File: src/design/bwsw_pkg.sv
// Shared types and constants for the banked window span writer.
// Used by the register block, the segment unit and the top level.
package bwsw_pkg;

    localparam int unsigned BPP_SHIFT      = 2;
    localparam int unsigned SPAN_CAP       = 4096;
    localparam int unsigned BANK_SHIFT_MIN = 10;
    localparam int unsigned BANK_SHIFT_MAX = 16;
    localparam int unsigned GRAN_SHIFT_MAX = 6;

    localparam int unsigned ADDR_W = 28;   // byte address of a pixel
    localparam int unsigned REM_W  = 15;   // bytes left in a span
    localparam int unsigned PIX_W  = 13;   // pixels in a span

    localparam logic KIND_SELECT = 1'b0;
    localparam logic KIND_FILL   = 1'b1;

    localparam logic [1:0] REG_LINE_WIDTH = 2'd0;
    localparam logic [1:0] REG_BANK_SHIFT = 2'd1;
    localparam logic [1:0] REG_GRAN_SHIFT = 2'd2;
    localparam logic [1:0] REG_WINDOW_SEL = 2'd3;

    typedef struct packed {
        logic [12:0] line_width;
        logic [4:0]  bank_shift;   // limited to 10..16
        logic [2:0]  gran_shift;   // limited to 0..6
        logic        window_select;
    } t_cfg;

    typedef struct packed {
        logic [15:0]       bank;
        logic [21:0]       position;
        logic [15:0]       offset;
        logic [16:0]       length;
        logic [REM_W-1:0]  rem_next;
        logic [ADDR_W-1:0] addr_next;
        logic              last;
    } t_seg;

    typedef struct packed {
        logic        kind;
        logic        window_number;
        logic [21:0] bank_position;
        logic [15:0] window_offset;
        logic [16:0] fill_length;
        logic [7:0]  fill_byte;
        logic        last;
    } t_res;

endpackage

File: src/design/bwsw_if.sv
// Valid/ready channel interfaces for draw commands and window commands.
// Depends on nothing but the language; payload fields follow the channel contract.
interface bwsw_cmd_if;
    logic        valid;
    logic        ready;
    logic        command;
    logic [11:0] row;
    logic [11:0] first_column;
    logic [12:0] end_column;
    logic [7:0]  fill_value;

    modport source (output valid, command, row, first_column, end_column, fill_value,
                    input ready);
    modport sink (input valid, command, row, first_column, end_column, fill_value,
                  output ready);
endinterface

interface bwsw_res_if;
    logic        valid;
    logic        ready;
    logic        kind;
    logic        window_number;
    logic [21:0] bank_position;
    logic [15:0] window_offset;
    logic [16:0] fill_length;
    logic [7:0]  fill_byte;
    logic        last;

    modport source (output valid, kind, window_number, bank_position, window_offset,
                    fill_length, fill_byte, last, input ready);
    modport sink (input valid, kind, window_number, bank_position, window_offset,
                  fill_length, fill_byte, last, output ready);
endinterface

File: src/design/bwsw_apb_regs.sv
// APB register file for the window writer: line width, bank shift, granularity, window.
// Depends on bwsw_pkg; hands the limited settings to the core as a t_cfg struct.
module bwsw_apb_regs (
    input  logic                i_clk,
    input  logic                i_rst_n,
    input  logic                psel,
    input  logic                penable,
    input  logic                pwrite,
    input  logic [3:0]          paddr,
    input  logic [31:0]         pwdata,
    output logic [31:0]         prdata,
    output logic                pready,
    output bwsw_pkg::t_cfg      o_cfg
);
    logic [12:0] r_line_width;
    logic [4:0]  r_bank_shift;
    logic [2:0]  r_gran_shift;
    logic        r_window_sel;
    logic        wr_en;

    assign pready = 1'b1;
    assign wr_en  = psel && penable && pwrite;

    always_ff @(posedge i_clk) begin
        if (!i_rst_n) begin
            r_line_width <= 13'd640;
            r_bank_shift <= 5'd16;
            r_gran_shift <= 3'd0;
            r_window_sel <= 1'b0;
        end else if (wr_en) begin
            case (paddr[3:2])
                bwsw_pkg::REG_LINE_WIDTH: r_line_width <= pwdata[12:0];
                bwsw_pkg::REG_BANK_SHIFT: r_bank_shift <= pwdata[4:0];
                bwsw_pkg::REG_GRAN_SHIFT: r_gran_shift <= pwdata[2:0];
                bwsw_pkg::REG_WINDOW_SEL: r_window_sel <= pwdata[0];
                default: ;
            endcase
        end
    end

    always_comb begin
        case (paddr[3:2])
            bwsw_pkg::REG_LINE_WIDTH: prdata = {19'd0, r_line_width};
            bwsw_pkg::REG_BANK_SHIFT: prdata = {27'd0, r_bank_shift};
            bwsw_pkg::REG_GRAN_SHIFT: prdata = {29'd0, r_gran_shift};
            bwsw_pkg::REG_WINDOW_SEL: prdata = {31'd0, r_window_sel};
            default:                  prdata = 32'd0;
        endcase
    end

    // Clamp out-of-range settings to the supported window geometry.
    always_comb begin
        o_cfg.line_width    = r_line_width;
        o_cfg.window_select = r_window_sel;
        if (r_bank_shift < 5'(bwsw_pkg::BANK_SHIFT_MIN)) begin
            o_cfg.bank_shift = 5'(bwsw_pkg::BANK_SHIFT_MIN);
        end else if (r_bank_shift > 5'(bwsw_pkg::BANK_SHIFT_MAX)) begin
            o_cfg.bank_shift = 5'(bwsw_pkg::BANK_SHIFT_MAX);
        end else begin
            o_cfg.bank_shift = r_bank_shift;
        end
        if (r_gran_shift > 3'(bwsw_pkg::GRAN_SHIFT_MAX)) begin
            o_cfg.gran_shift = 3'(bwsw_pkg::GRAN_SHIFT_MAX);
        end else begin
            o_cfg.gran_shift = r_gran_shift;
        end
    end
endmodule

File: src/design/bwsw_seg_unit.sv
// Shared segment unit: splits the current address into bank and offset, cuts the next segment.
// Depends on bwsw_pkg; reused by the sequencer for every bank select and fill segment.
module bwsw_seg_unit (
    input  logic [bwsw_pkg::ADDR_W-1:0] i_addr,
    input  logic [bwsw_pkg::REM_W-1:0]  i_rem,
    input  logic [4:0]                  i_bank_shift,
    input  logic [2:0]                  i_gran_shift,
    output bwsw_pkg::t_seg              o_seg
);
    logic [bwsw_pkg::ADDR_W-1:0] shifted;
    logic [16:0]                 bank_bytes;
    logic [16:0]                 mask;
    logic [16:0]                 avail;
    logic [16:0]                 rem_ext;

    always_comb begin
        shifted    = i_addr >> i_bank_shift;
        bank_bytes = 17'd1 << i_bank_shift;
        mask       = bank_bytes - 17'd1;
        rem_ext    = {2'd0, i_rem};

        o_seg.bank     = shifted[15:0];
        o_seg.position = 22'(shifted[15:0]) << i_gran_shift;
        o_seg.offset   = i_addr[15:0] & mask[15:0];
        avail          = bank_bytes - {1'b0, o_seg.offset};
        o_seg.length   = (rem_ext < avail) ? rem_ext : avail;
        o_seg.rem_next = i_rem - o_seg.length[bwsw_pkg::REM_W-1:0];
        o_seg.addr_next = i_addr + bwsw_pkg::ADDR_W'(o_seg.length);
        o_seg.last     = (o_seg.rem_next == '0);
    end
endmodule

File: src/design/banked_window_span_writer_core.sv
// Sequence: a command is taken in idle, ST_ADDR forms the address with the row multiplier,
// then ST_SEG issues each result through the shared segment unit, holding while the output is full.
// A new command is taken only in idle, once the last fill of the previous one has been issued.
// Reset (synchronous, active low): registers 640/16/0/0, no bank mapped, output empty.
module banked_window_span_writer_core #(
    parameter int unsigned MAX_WIDTH = 4096
) (
    input  logic               i_clk,
    input  logic               i_rst_n,
    bwsw_cmd_if.sink           i_cmd,
    bwsw_res_if.source         o_res,
    input  logic               psel,
    input  logic               penable,
    input  logic               pwrite,
    input  logic [3:0]         paddr,
    input  logic [31:0]        pwdata,
    output logic [31:0]        prdata,
    output logic               pready
);
    localparam int unsigned MW_W = $clog2(MAX_WIDTH + 1) + 1;

    localparam logic [1:0] ST_IDLE = 2'd0;
    localparam logic [1:0] ST_ADDR = 2'd1;
    localparam logic [1:0] ST_SEG  = 2'd2;

    bwsw_pkg::t_cfg cfg;
    bwsw_pkg::t_seg seg;

    logic [1:0]                    r_state, n_state;
    logic [11:0]                   r_row, n_row;
    logic [11:0]                   r_first, n_first;
    logic [7:0]                    r_fill, n_fill;
    logic [bwsw_pkg::REM_W-1:0]    r_rem, n_rem;
    logic [bwsw_pkg::ADDR_W-1:0]   r_addr, n_addr;
    logic [15:0]                   r_mapped_bank, n_mapped_bank;
    logic                          r_mapped_valid, n_mapped_valid;
    logic                          r_out_valid, n_out_valid;
    bwsw_pkg::t_res                r_out, n_out;

    logic                          accept;
    logic                          slot_free;
    logic                          need_sel;
    logic                          emit_sel;
    logic                          emit_fill;
    logic [MW_W-1:0]               end_clamped;
    logic [MW_W-1:0]               span;
    logic [bwsw_pkg::PIX_W-1:0]    pixels;
    logic [24:0]                   row_base;

    bwsw_apb_regs u_regs (
        .i_clk   (i_clk),
        .i_rst_n (i_rst_n),
        .psel    (psel),
        .penable (penable),
        .pwrite  (pwrite),
        .paddr   (paddr),
        .pwdata  (pwdata),
        .prdata  (prdata),
        .pready  (pready),
        .o_cfg   (cfg)
    );

    // One unit serves every step of the split: bank, offset, segment length, next address.
    bwsw_seg_unit u_seg (
        .i_addr       (r_addr),
        .i_rem        (r_rem),
        .i_bank_shift (cfg.bank_shift),
        .i_gran_shift (cfg.gran_shift),
        .o_seg        (seg)
    );

    assign i_cmd.ready = (r_state == ST_IDLE);
    assign accept      = i_cmd.valid && i_cmd.ready;
    assign slot_free   = !r_out_valid || o_res.ready;
    assign need_sel    = !r_mapped_valid || (seg.bank != r_mapped_bank);
    assign emit_sel    = (r_state == ST_SEG) && slot_free && need_sel;
    assign emit_fill   = (r_state == ST_SEG) && slot_free && !need_sel;

    // Span length in pixels: one for command 0; else clamp end, empty if reversed, cap length.
    always_comb begin
        if (MW_W'(i_cmd.end_column) > MW_W'(MAX_WIDTH)) begin
            end_clamped = MW_W'(MAX_WIDTH);
        end else begin
            end_clamped = MW_W'(i_cmd.end_column);
        end
        if (end_clamped > MW_W'(i_cmd.first_column)) begin
            span = end_clamped - MW_W'(i_cmd.first_column);
        end else begin
            span = '0;
        end
        if (i_cmd.command == 1'b0) begin
            pixels = bwsw_pkg::PIX_W'(1);
        end else if (span > MW_W'(bwsw_pkg::SPAN_CAP)) begin
            pixels = bwsw_pkg::PIX_W'(bwsw_pkg::SPAN_CAP);
        end else begin
            pixels = bwsw_pkg::PIX_W'(span);
        end
    end

    assign row_base = 25'(r_row) * 25'(cfg.line_width);

    always_comb begin
        n_state        = r_state;
        n_row          = r_row;
        n_first        = r_first;
        n_fill         = r_fill;
        n_rem          = r_rem;
        n_addr         = r_addr;
        n_mapped_bank  = r_mapped_bank;
        n_mapped_valid = r_mapped_valid;
        n_out          = r_out;
        n_out_valid    = r_out_valid && !o_res.ready;

        case (r_state)
            ST_IDLE: begin
                if (accept) begin
                    n_row   = i_cmd.row;
                    n_first = i_cmd.first_column;
                    n_fill  = i_cmd.fill_value;
                    n_rem   = {pixels, {bwsw_pkg::BPP_SHIFT{1'b0}}};
                    n_state = ST_ADDR;
                end
            end
            ST_ADDR: begin
                // Form the start byte address from the row multiply.
                n_addr  = bwsw_pkg::ADDR_W'({(26'(row_base) + 26'(r_first)),
                                             {bwsw_pkg::BPP_SHIFT{1'b0}}});
                n_state = ST_SEG;
            end
            ST_SEG: begin
                if (emit_sel) begin
                    // Map the new bank first; stay here for the fill.
                    n_out.kind          = bwsw_pkg::KIND_SELECT;
                    n_out.window_number = cfg.window_select;
                    n_out.bank_position = seg.position;
                    n_out.window_offset = '0;
                    n_out.fill_length   = '0;
                    n_out.fill_byte     = '0;
                    n_out.last          = 1'b0;
                    n_out_valid         = 1'b1;
                    n_mapped_bank       = seg.bank;
                    n_mapped_valid      = 1'b1;
                end else if (emit_fill) begin
                    n_out.kind          = bwsw_pkg::KIND_FILL;
                    n_out.window_number = cfg.window_select;
                    n_out.bank_position = seg.position;
                    n_out.window_offset = seg.offset;
                    n_out.fill_length   = seg.length;
                    n_out.fill_byte     = r_fill;
                    n_out.last          = seg.last;
                    n_out_valid         = 1'b1;
                    n_addr              = seg.addr_next;
                    n_rem               = seg.rem_next;
                    if (seg.last) begin
                        n_state = ST_IDLE;
                    end
                end
            end
            default: begin
                n_state = ST_IDLE;
            end
        endcase
    end

    always_ff @(posedge i_clk) begin
        if (!i_rst_n) begin
            r_state        <= ST_IDLE;
            r_mapped_bank  <= '0;
            r_mapped_valid <= 1'b0;
            r_out_valid    <= 1'b0;
        end else begin
            r_state        <= n_state;
            r_mapped_bank  <= n_mapped_bank;
            r_mapped_valid <= n_mapped_valid;
            r_out_valid    <= n_out_valid;
        end
    end

    // Payload registers: no reset needed.
    always_ff @(posedge i_clk) begin
        r_row   <= n_row;
        r_first <= n_first;
        r_fill  <= n_fill;
        r_rem   <= n_rem;
        r_addr  <= n_addr;
        r_out   <= n_out;
    end

    assign o_res.valid         = r_out_valid;
    assign o_res.kind          = r_out.kind;
    assign o_res.window_number = r_out.window_number;
    assign o_res.bank_position = r_out.bank_position;
    assign o_res.window_offset = r_out.window_offset;
    assign o_res.fill_length   = r_out.fill_length;
    assign o_res.fill_byte     = r_out.fill_byte;
    assign o_res.last          = r_out.last;

    // A fill marked last ends the command.
    a_last_ends: assert property (@(posedge i_clk) disable iff (!i_rst_n)
        emit_fill && seg.last |=> r_state == ST_IDLE)
        else $error("last fill did not return sequencer to idle");

    // A bank select always leaves that bank mapped.
    a_sel_maps: assert property (@(posedge i_clk) disable iff (!i_rst_n)
        emit_sel |=> r_mapped_valid && r_mapped_bank == $past(seg.bank))
        else $error("bank select did not update mapped bank");

    // A fill is never issued while no bank is mapped.
    a_fill_mapped: assert property (@(posedge i_clk) disable iff (!i_rst_n)
        r_out_valid && r_out.kind == bwsw_pkg::KIND_FILL |-> r_mapped_valid)
        else $error("fill issued with no bank mapped");

    // Remaining bytes only shrink while a span is being split.
    a_rem_shrinks: assert property (@(posedge i_clk) disable iff (!i_rst_n)
        r_state == ST_SEG && $past(r_state) == ST_SEG |-> r_rem <= $past(r_rem))
        else $error("remaining span length grew");

    // No new command is taken while a span is in progress.
    a_no_accept_busy: assert property (@(posedge i_clk) disable iff (!i_rst_n)
        r_state == ST_SEG |-> !accept)
        else $error("command accepted while busy");
endmodule
File: src/flat_wrapper.sv
// flat-port wrapper written by rule: the top's interface ports become plain ports
module banked_window_span_writer_core_flat 
#(
    parameter int unsigned MAX_WIDTH = 4096
)
  (i_clk, i_rst_n, psel, penable, pwrite, paddr, pwdata, prdata, pready, i_cmd_valid, i_cmd_command, i_cmd_row, i_cmd_first_column, i_cmd_end_column, i_cmd_fill_value, i_cmd_ready, o_res_valid, o_res_kind, o_res_window_number, o_res_bank_position, o_res_window_offset, o_res_fill_length, o_res_fill_byte, o_res_last, o_res_ready);
  bwsw_cmd_if i_cmd_i ();
  bwsw_res_if o_res_i ();
  input  logic i_clk;
  input  logic i_rst_n;
  input  logic psel;
  input  logic penable;
  input  logic pwrite;
  input  logic [3:0] paddr;
  input  logic [31:0] pwdata;
  output logic [31:0] prdata;
  output logic pready;
  input wire logic [$bits(i_cmd_i.valid)-1:0] i_cmd_valid;
  input wire logic [$bits(i_cmd_i.command)-1:0] i_cmd_command;
  input wire logic [$bits(i_cmd_i.row)-1:0] i_cmd_row;
  input wire logic [$bits(i_cmd_i.first_column)-1:0] i_cmd_first_column;
  input wire logic [$bits(i_cmd_i.end_column)-1:0] i_cmd_end_column;
  input wire logic [$bits(i_cmd_i.fill_value)-1:0] i_cmd_fill_value;
  output wire logic [$bits(i_cmd_i.ready)-1:0] i_cmd_ready;
  output wire logic [$bits(o_res_i.valid)-1:0] o_res_valid;
  output wire logic [$bits(o_res_i.kind)-1:0] o_res_kind;
  output wire logic [$bits(o_res_i.window_number)-1:0] o_res_window_number;
  output wire logic [$bits(o_res_i.bank_position)-1:0] o_res_bank_position;
  output wire logic [$bits(o_res_i.window_offset)-1:0] o_res_window_offset;
  output wire logic [$bits(o_res_i.fill_length)-1:0] o_res_fill_length;
  output wire logic [$bits(o_res_i.fill_byte)-1:0] o_res_fill_byte;
  output wire logic [$bits(o_res_i.last)-1:0] o_res_last;
  input wire logic [$bits(o_res_i.ready)-1:0] o_res_ready;
  assign i_cmd_i.valid = i_cmd_valid;
  assign i_cmd_i.command = i_cmd_command;
  assign i_cmd_i.row = i_cmd_row;
  assign i_cmd_i.first_column = i_cmd_first_column;
  assign i_cmd_i.end_column = i_cmd_end_column;
  assign i_cmd_i.fill_value = i_cmd_fill_value;
  assign i_cmd_ready = i_cmd_i.ready;
  assign o_res_valid = o_res_i.valid;
  assign o_res_kind = o_res_i.kind;
  assign o_res_window_number = o_res_i.window_number;
  assign o_res_bank_position = o_res_i.bank_position;
  assign o_res_window_offset = o_res_i.window_offset;
  assign o_res_fill_length = o_res_i.fill_length;
  assign o_res_fill_byte = o_res_i.fill_byte;
  assign o_res_last = o_res_i.last;
  assign o_res_i.ready = o_res_ready;
  banked_window_span_writer_core #(.MAX_WIDTH(MAX_WIDTH)) u_core (.i_clk(i_clk), .i_rst_n(i_rst_n), .i_cmd(i_cmd_i), .o_res(o_res_i), .psel(psel), .penable(penable), .pwrite(pwrite), .paddr(paddr), .pwdata(pwdata), .prdata(prdata), .pready(pready));
endmodule
File: config.mk
export PLATFORM = sky130hd
export DESIGN_NAME = banked_window_span_writer_core_flat
export DESIGN_NICKNAME = d
export VERILOG_FILES = /design/src/design/bwsw_pkg.sv /design/src/design/bwsw_if.sv /design/src/design/bwsw_apb_regs.sv /design/src/design/bwsw_seg_unit.sv /design/src/design/banked_window_span_writer_core.sv /design/src/flat_wrapper.sv
export SDC_FILE = /design/constraint.sdc
export NUM_CORES = 1
export LEC_CHECK = 0
export ABC_AREA = 1
export BUFFER_PORTS_ARGS = -buffer_cell sky130_fd_sc_hd__buf_2
export CORE_ASPECT_RATIO = 1.1
export CORE_MARGIN = 2
export CORE_UTILIZATION = 60
export DETAILED_ROUTE_END_ITERATION = 8
export PLACE_DENSITY = 0.84
export SYNTH_ARGS = -nofsm -noshare
export SYNTH_HDL_FRONTEND = slang
export SYNTH_SLANG_ARGS = --single-unit
File: constraint.sdc
create_clock -name i_clk -period 7.7 [get_ports i_clk]
set_input_delay 0.385 -clock i_clk [delete_from_list [all_inputs] [get_ports i_clk]]
set_output_delay 0.385 -clock i_clk [all_outputs]
set_load 0.01 [all_outputs]
==> impl_results.md, run 1 <==
- Die area: 30,200 µm²
- Synth Register Bits: 183
- Slowest CP cell: edfxtp_1
- Area Growth Syn to Fin: 9.53%
- Reg2reg start: u_core.r_addr[1]
- Critical path class: flop to flop
- Via-per-instance ratio: 5.48
- Synth cell types: 60
- Rows: 65
- Critical Path AT: 7230 ps
- Main synth FF type: edfxtp_1
- Initial antenna violation count: 0
- Worst hold path class: input port to flop
- Setup crit start: u_core.r_addr[1]
- IO Count: 190
- Cell mode on critical path: nand2_1
- Crit path time final: 7010 ps
- Via count: 14.8k
- Critical Path Max Stage Delay: 460 ps
- Mean Syn Cell Area: 7.86 µm²
- CTS root buffer: clkbuf_16
- CTS Sinks: 183
- Ys async rst share: 0%
- Final GP Congestion: 0.987
- Initial detailed-routing violation count: 1,146
- CP required: 7910 ps
- RSZ-0062 raised after global routing: false
- Pwr per Cell Area: 375 nW/µm²
- Most frequent cells in the layout: 502 x nand2_1, 393 x inv_1, 174 x nor2_1
- Number of enable flip-flop cells after synthesis: 141
- Final count of hold timing violations: 0
- Clock Skew: 15.6 ps
- Final setup viols: 0
- Skew-Pair Late Insertion Delay: 460 ps
- Num CTS Buffers: 17
- Die X-Extent: 166 µm
- Sequential fraction of the synthesis area: 29.3%
- Crit path max fanout: 15
- First-pass GRT wire length: 68,000 µm
- Status: finished, final reports clean
- Max-slew headroom: 15.2%
- Flop2flop setup slack: 690 ps
- Routed WL: 41,500 µm
- Final Net Count: 2,674
- CTS HTree Levels: 4
- DRT Pass-1 Iters: 5
- Most common cell after layout, fill and taps aside: nand2_1
- Vias in the first global route: 14.4k
- Worst r2r dst: u_core.r_addr[25]
- Largest net degree at the start of global routing: 69
- Hold buffers post-CTS: 0
- Hold endpoint: u_core.r_row[11]
- Tcrit/Tclk final: 91.1%
- Mapped cell area: 17,300 µm²
- Reg clk slew, reported paths: 80 ps
- Die Ht: 182 µm
- Gr ovfl total: 0
- I/O Buffers: 148
- CTS Buffer Depth: 2
- Sequential cell area: 5070 µm²
- Gr usage total: 27.7%
- Critical path startpoint category: flop
- Min Hold Slack: 96.2 ps
- Ant. Diodes: 0
- Leakage: 9.82 nW
- Highest clock rate: 0.143 GHz
- Max-capacitance violation count: 0
- Share of cells above drive strength 1: 11.8%
- Post-route ant nets: 0
- Filler Cells Inserted: 2,283
- Core area: 28,500 µm²
- Finished Layout Cells: 2,708
- Mapped Cells: 2,202
- Placed insts: 2,676
- Final TNS setup: 0 ps
- DR WL/cell: 15.3 µm
- R2R depth: 44
- Worst IR Drop VDD: 0.254 mV
- Initial Util: 60.7%
- Synthesis Warnings: 0
- # DRC: 0
- Hold Startpoint: i_cmd_row[11]
- Footprint of the multi-input gates: 10,400 µm²
- Setup crit end kind: flop
- Least-Margin Pin Slew: 1240 ps
- Hold depth: 1
- Dpl hpwl: 33,100 µm
- Final Max Slew Viols: 0
- CTS tree: done
power by group:
part,internal (mW),leakage (nW),switching [mW],total [mW]
Clock,0.467,0.289,0.446,0.912
Combinational,1.52,7.85,2.84,4.35
Sequential,1.58,1.68,0.270,1.85
cells in the mapped netlist, types with 3 or more instances:
master	count	area, µm²
a211oi_1	3	22.5
a21boi_0	3	22.5
a21oi_1	114	571
a21oi_2	3	26.3
a31oi_1	15	93.8
and2_1	3	18.8
buf_1	5	18.8
buf_2	8	40.0
buf_4	20	150
clkbuf_1	53	199
clkinv_1	4	15.0
dfxtp_1	42	841
edfxtp_1	141	4230
fa_1	126	2520
ha_1	132	1650
inv_1	393	1480
inv_2	17	63.8
mux2i_1	5	50.1
nand2_1	503	1890
nand2_2	16	100
nand2_4	3	33.8
nand3_1	61	305
nand3_2	4	40.0
nand4_1	18	113
nand4_4	6	128
nor2_1	178	668
nor2_2	5	31.3
nor3_1	7	35.0
nor4_1	6	37.5
o2111ai_1	3	26.3
o211ai_1	6	45.0
o21a_1	3	22.5
o21ai_0	173	866
o21ai_1	24	120
o21bai_1	6	45.0
o221ai_1	6	52.6
o22ai_1	16	100
o31ai_1	4	30.0
or2_2	5	31.3
xnor2_1	14	123
xor2_1	24	210
worst max-delay path by stage:
stage                                   end
after floorplan           u_core.r_addr[25]
after global placement    u_core.r_addr[27]
after detailed placement  u_core.r_addr[27]
after CTS                 u_core.r_addr[27]
after global routing      u_core.r_addr[27]
final                     u_core.r_addr[25]
layout make-up:
cell class | count | area share (%)
clock buffer | 17 | 2.24
clock inverter | 15 | 0.963
inverter | 414 | 8.19
multi-input combinational | 1544 | 54.8
sequential | 183 | 26.8
tap | 368 | 2.43
timing repair buffer | 167 | 4.66
logic make-up (layout without fill, tap and decap cells):
group                    Yosys count  count (layout)  synth area share [%]
AO/OA/AOI/OAI                    388             388                  12.3
XOR/XNOR                          38              38                  1.92
adder cells (fa/ha/maj)          258             258                  24.1
buffers and inverters            503             613                  11.6
flip-flops                       183             183                  29.3
multiplexers                       5               5                 0.289
other                              2              30                0.0434
AND/OR/NAND/NOR                  825             825                  20.5
through the flow:
stage / power, mW / cell area [µm²] / utilization (%) / setup slack (ps)
after floorplan: 5.05 / 17400 / - / 1260
after global placement: 5.98 / 18300 / 64.2 / 623
after detailed placement: 6.12 / 18300 / 64.2 / 357
after CTS: 7.06 / 18900 / 66.3 / 272
after global routing: 7.78 / 19000 / 66.4 / 19.6
final: 7.12 / 19000 / 66.4 / 689
metal layers:
metal  global-route usage, %  vias to the layer above  wire (µm)
met5                       0                        -          0
met4                    10.2                        0       1160
met3                    4.12                       77       2730
met2                    47.3                      578      19900
met1                    36.0                     6918      17700
li1                        -                     7259          -
state kept, by name (all words and copies together) (netlist names):
register	count
u_core.o_res.valid	1
u_core.r_mapped_bank	16
u_core.o_res.kind	1
u_core.o_res.fill_byte	8
u_core.r_mapped_valid	1
u_core.r_row	12
u_core.r_first	12
u_core.r_addr	28
u_core.u_regs.r_gran_shift	3
u_core.o_res.window_number	1
u_core.o_res.window_offset	16
u_core.u_regs.r_window_sel	1
u_core.o_res.bank_position	22
u_core.o_res.last	1
u_core.r_rem	15
u_core.u_regs.r_bank_shift	5
u_core.u_regs.r_line_width	13
u_core.o_res.fill_length	17
u_core.r_state	2
u_core.r_fill	8
what timing repair did:
item / 4_1_cts / 5_1_grt
endpoints found under the setup margin: 0 / 5
endpoints found under the hold margin: 0 / 0
gates resized for setup: 0 / 9
setup buffers: 0 / 0
critical path: cells and delay by family (launching register included):
family,cells,cell delay (ps)
AOI/OAI and AO/OA,15,2890
xor gates and xnor gates,2,290
adders and majority gates,3,1010
and+or+nand+nor,20,1790
DFF,1,460
buffers and inverters,4,300
No activity file was read; power rests on OpenSTA's default activity.
==> run 2, diff against run 1 <==
--- a/config.mk
+++ b/config.mk
@@ -6,12 +6,12 @@
 export NUM_CORES = 1
 export LEC_CHECK = 0
 export ABC_AREA = 1
-export BUFFER_PORTS_ARGS = -buffer_cell sky130_fd_sc_hd__buf_2
 export CORE_ASPECT_RATIO = 1.1
 export CORE_MARGIN = 2
 export CORE_UTILIZATION = 60
 export DETAILED_ROUTE_END_ITERATION = 8
-export PLACE_DENSITY = 0.84
+export DONT_BUFFER_PORTS = 1
+export PLACE_DENSITY = 0.79
 export SYNTH_ARGS = -nofsm -noshare
 export SYNTH_HDL_FRONTEND = slang
 export SYNTH_SLANG_ARGS = --single-unit
==> run 2 against run 1 <==
Effect of this change:
- worst hold slack lost 74 ps
- clock skew fell by 3.4 ps
- total power shrank 0.55%
- global-route usage up 0.062 points
- setup slack better by 24 ps
- clock power is 0.4% higher
- die area is the same
- non-clock buffer count down 145
- combinational power decreased by 2%
- register-to-register slack better by 20 ps
- utilization fell by 2.4 points
- critical endpoint is now u_core.r_addr[26]
==> impl_results.md, run 2 (synthesis gave the netlist of run 1 again) <==
- Final TNS setup: 0 ps (unchanged)
- CP required: 7900 ps (about the same)
- IO Count: 190 (unchanged)
- Routed WL: 41,200 µm (-0.74%)
- First-pass GRT wire length: 68,000 µm (about the same)
- Largest net degree at the start of global routing: 69 (unchanged)
- CTS HTree Levels: 4 (unchanged)
- CTS root buffer: clkbuf_16
- Sequential cell area: 5070 µm² (unchanged)
- Crit path time final: 6990 ps (-23.6 ps)
- Most common cell after layout, fill and taps aside: nand2_1
- Reg2reg start: u_core.r_addr[1]
- Critical path class: flop to flop
- CP delay by family, top: simple AND/OR/NAND/NOR gates
- DRT Pass-1 Iters: 5 (unchanged)
- Footprint of the multi-input gates: 10,400 µm² (+0.14%)
- Core area: 28,500 µm² (unchanged)
- Via count: 14.2k (-4.0%)
- Critical Path Max Stage Delay: 450 ps (about the same)
- Ant. Diodes: 0 (unchanged)
- Comb power frac: 60.0% (-1.1 points)
- CTS Sinks: 183 (unchanged)
- Crit path max fanout: 15 (unchanged)
- Slowest CP cell: edfxtp_1
- Reg clk slew, reported paths: 80 ps (about the same)
- Reg with most FFs: u_core.r_addr
- Die area: 30,200 µm² (unchanged)
- Die Ht: 182 µm (unchanged)
- Worst path buffer plus inverter count: 7 (+3)
- Via-per-instance ratio: 5.56 (+1.5%)
- Rows: 65 (unchanged)
- Hold depth: 0 (-1)
- Dpl hpwl: 32,600 µm (-1.4%)
- Num CTS Buffers: 17 (unchanged)
- Critical path startpoint category: flop
- Critical Path AT: 7190 ps (-40 ps)
- Status: finished, final reports clean
- Final GP Congestion: 0.960 (-2.7%)
- Worst r2r dst: u_core.r_addr[26]
- Initial Util: 60.7% (unchanged)
- Core Util, Final: 64.1% (-2.4 points)
- Setup crit end kind: flop
- Gr ovfl total: 0 (unchanged)
- Hold endpoint: u_core.r_first[3]
- Area Growth Syn to Fin: 5.60%
- Final Max Slew Viols: 0 (unchanged)
- Initial detailed-routing violation count: 1,128 (-1.6%)
- Clock power share: 12.9% (about the same)
- Final setup viols: 0 (unchanged)
- I/O Buffers: 0 (-100%)
- Leakage: 9.23 nW (-5.9%)
- CTS Buffer Depth: 2 (unchanged)
- Gr usage total: 27.7% (+0.062 points)
- Final Net Count: 2,529 (-5.4%)
- # DRC: 0 (unchanged)
- Seq pwr share: 27.0% (+1.0 points)
- Flop2flop setup slack: 710 ps (+20 ps)
- Hold Startpoint: i_cmd_first_column[3]
- Tcrit/Tclk final: 90.8% (-0.31 points)
- Worst IR Drop VDD: 0.248 mV (-2.6%)
- Internal power: 3.50 mW (-2.0%)
- Initial antenna violation count: 0 (unchanged)
- Skew-Pair Late Insertion Delay: 460 ps (about the same)
- Post-route ant nets: 0 (unchanged)
- Worst hold path class: input port to flop
- Cell mode on critical path: nand2_1
- Least-Margin Pin Slew: 1090 ps (-147 ps)
- Net Switching: 3.58 mW (+0.93%)
- Final count of hold timing violations: 0 (unchanged)
- CTS tree: done
- DR WL/cell: 16.1 µm (+4.9%)
- RSZ-0062 raised after global routing: false
- Highest clock rate: 0.143 GHz (+0.34%)
- Most frequent cells in the layout: 501 x nand2_1, 393 x inv_1, 174 x nor2_1
- Clock Skew: 12.2 ps (-3.40 ps)
- Share of cells above drive strength 1: 5.79% (-6.0 points)
- Max-capacitance violation count: 0 (unchanged)
- Max-slew headroom: 27.1% (+12 points)
- Die X-Extent: 166 µm (unchanged)
- Max reg flops: 28 (unchanged)
- R2R depth: 48 (+9.1%)
- Sw frac: 50.6% (+0.74 points)
- Pwr per Cell Area: 387 nW/µm² (+3.2%)
- Vias in the first global route: 13.9k (-3.4%)
- Filler Cells Inserted: 2,397 (+5.0%)
==> run 2: repair_timing <==
| action | in CTS | in global routing |
|---|---|---|
| gates resized for setup | 0 | 13 |
| setup endpoints to repair | 0 | 7 |
| hold buffers | 5 | 0 |
| buffers inserted | 0 | 1 |
| hold endpoints to repair | 5 | 0 |
==> run 2: metrics by stage <==
step                      cell area [µm²]  instances  setup WS, ps  hold WS (ps)  total power [mW]
after CTS                           18200       2562           239         0.876              7.00
after detailed placement            17600       2525           355           457              6.05
after global routing                18300       2563          2.86          1.13              7.75
final                               18300       2563           712          22.5              7.08
after global placement              17600       2525           605           442              5.92
after floorplan                     17400       2230          1260           425              5.05
==> run 2: power groups by stage <==
stage	Combinational (mW)	Clock [mW]	Sequential, mW
final	4.25	0.916	1.92
after global routing	4.83	0.972	1.95
after CTS	4.16	0.932	1.91
after detailed placement	4.12	0	1.93
after global placement	4.01	0	1.92
after floorplan	3.23	0	1.82
==> run 2: per-layer routing <==
| metal | GRT usage (%) | vias up | wire length (µm) |
|---|---|---|---|
| li1 | - | 6953 | - |
| met1 | 36.5 | 6695 | 17800 |
| met2 | 45.9 | 511 | 19400 |
| met3 | 5.10 | 83 | 2780 |
| met4 | 10.4 | 0 | 1210 |
| met5 | 0 | - | 0 |
==> run 2: layout make-up <==
cell class / count / area share, %
Clock buffer: 17 / 2.33
Clock inverter: 15 / 1.05
Inverter: 414 / 8.50
Multi-Input combinational cell: 1544 / 56.9
Sequential cell: 183 / 27.8
Tap cell: 368 / 2.52
Timing Repair Buffer: 22 / 0.972
==> run 2: worst max path at each step <==
stage | slack (ps) | to | cells past startpoint | from
4_1_cts | 240 | u_core.r_addr[27] | 45 | u_core.r_addr[1]
6_report | 710 | u_core.r_addr[26] | 48 | u_core.r_addr[1]
2_1_floorplan | 1260 | u_core.r_addr[25] | 46 | u_core.r_addr[0]
3_3_place_gp | 600 | u_core.r_addr[27] | 45 | u_core.r_addr[1]
3_5_place_dp | 350 | u_core.r_addr[27] | 45 | u_core.r_addr[1]
5_1_grt | 3 | u_core.r_addr[27] | 45 | u_core.r_addr[1]
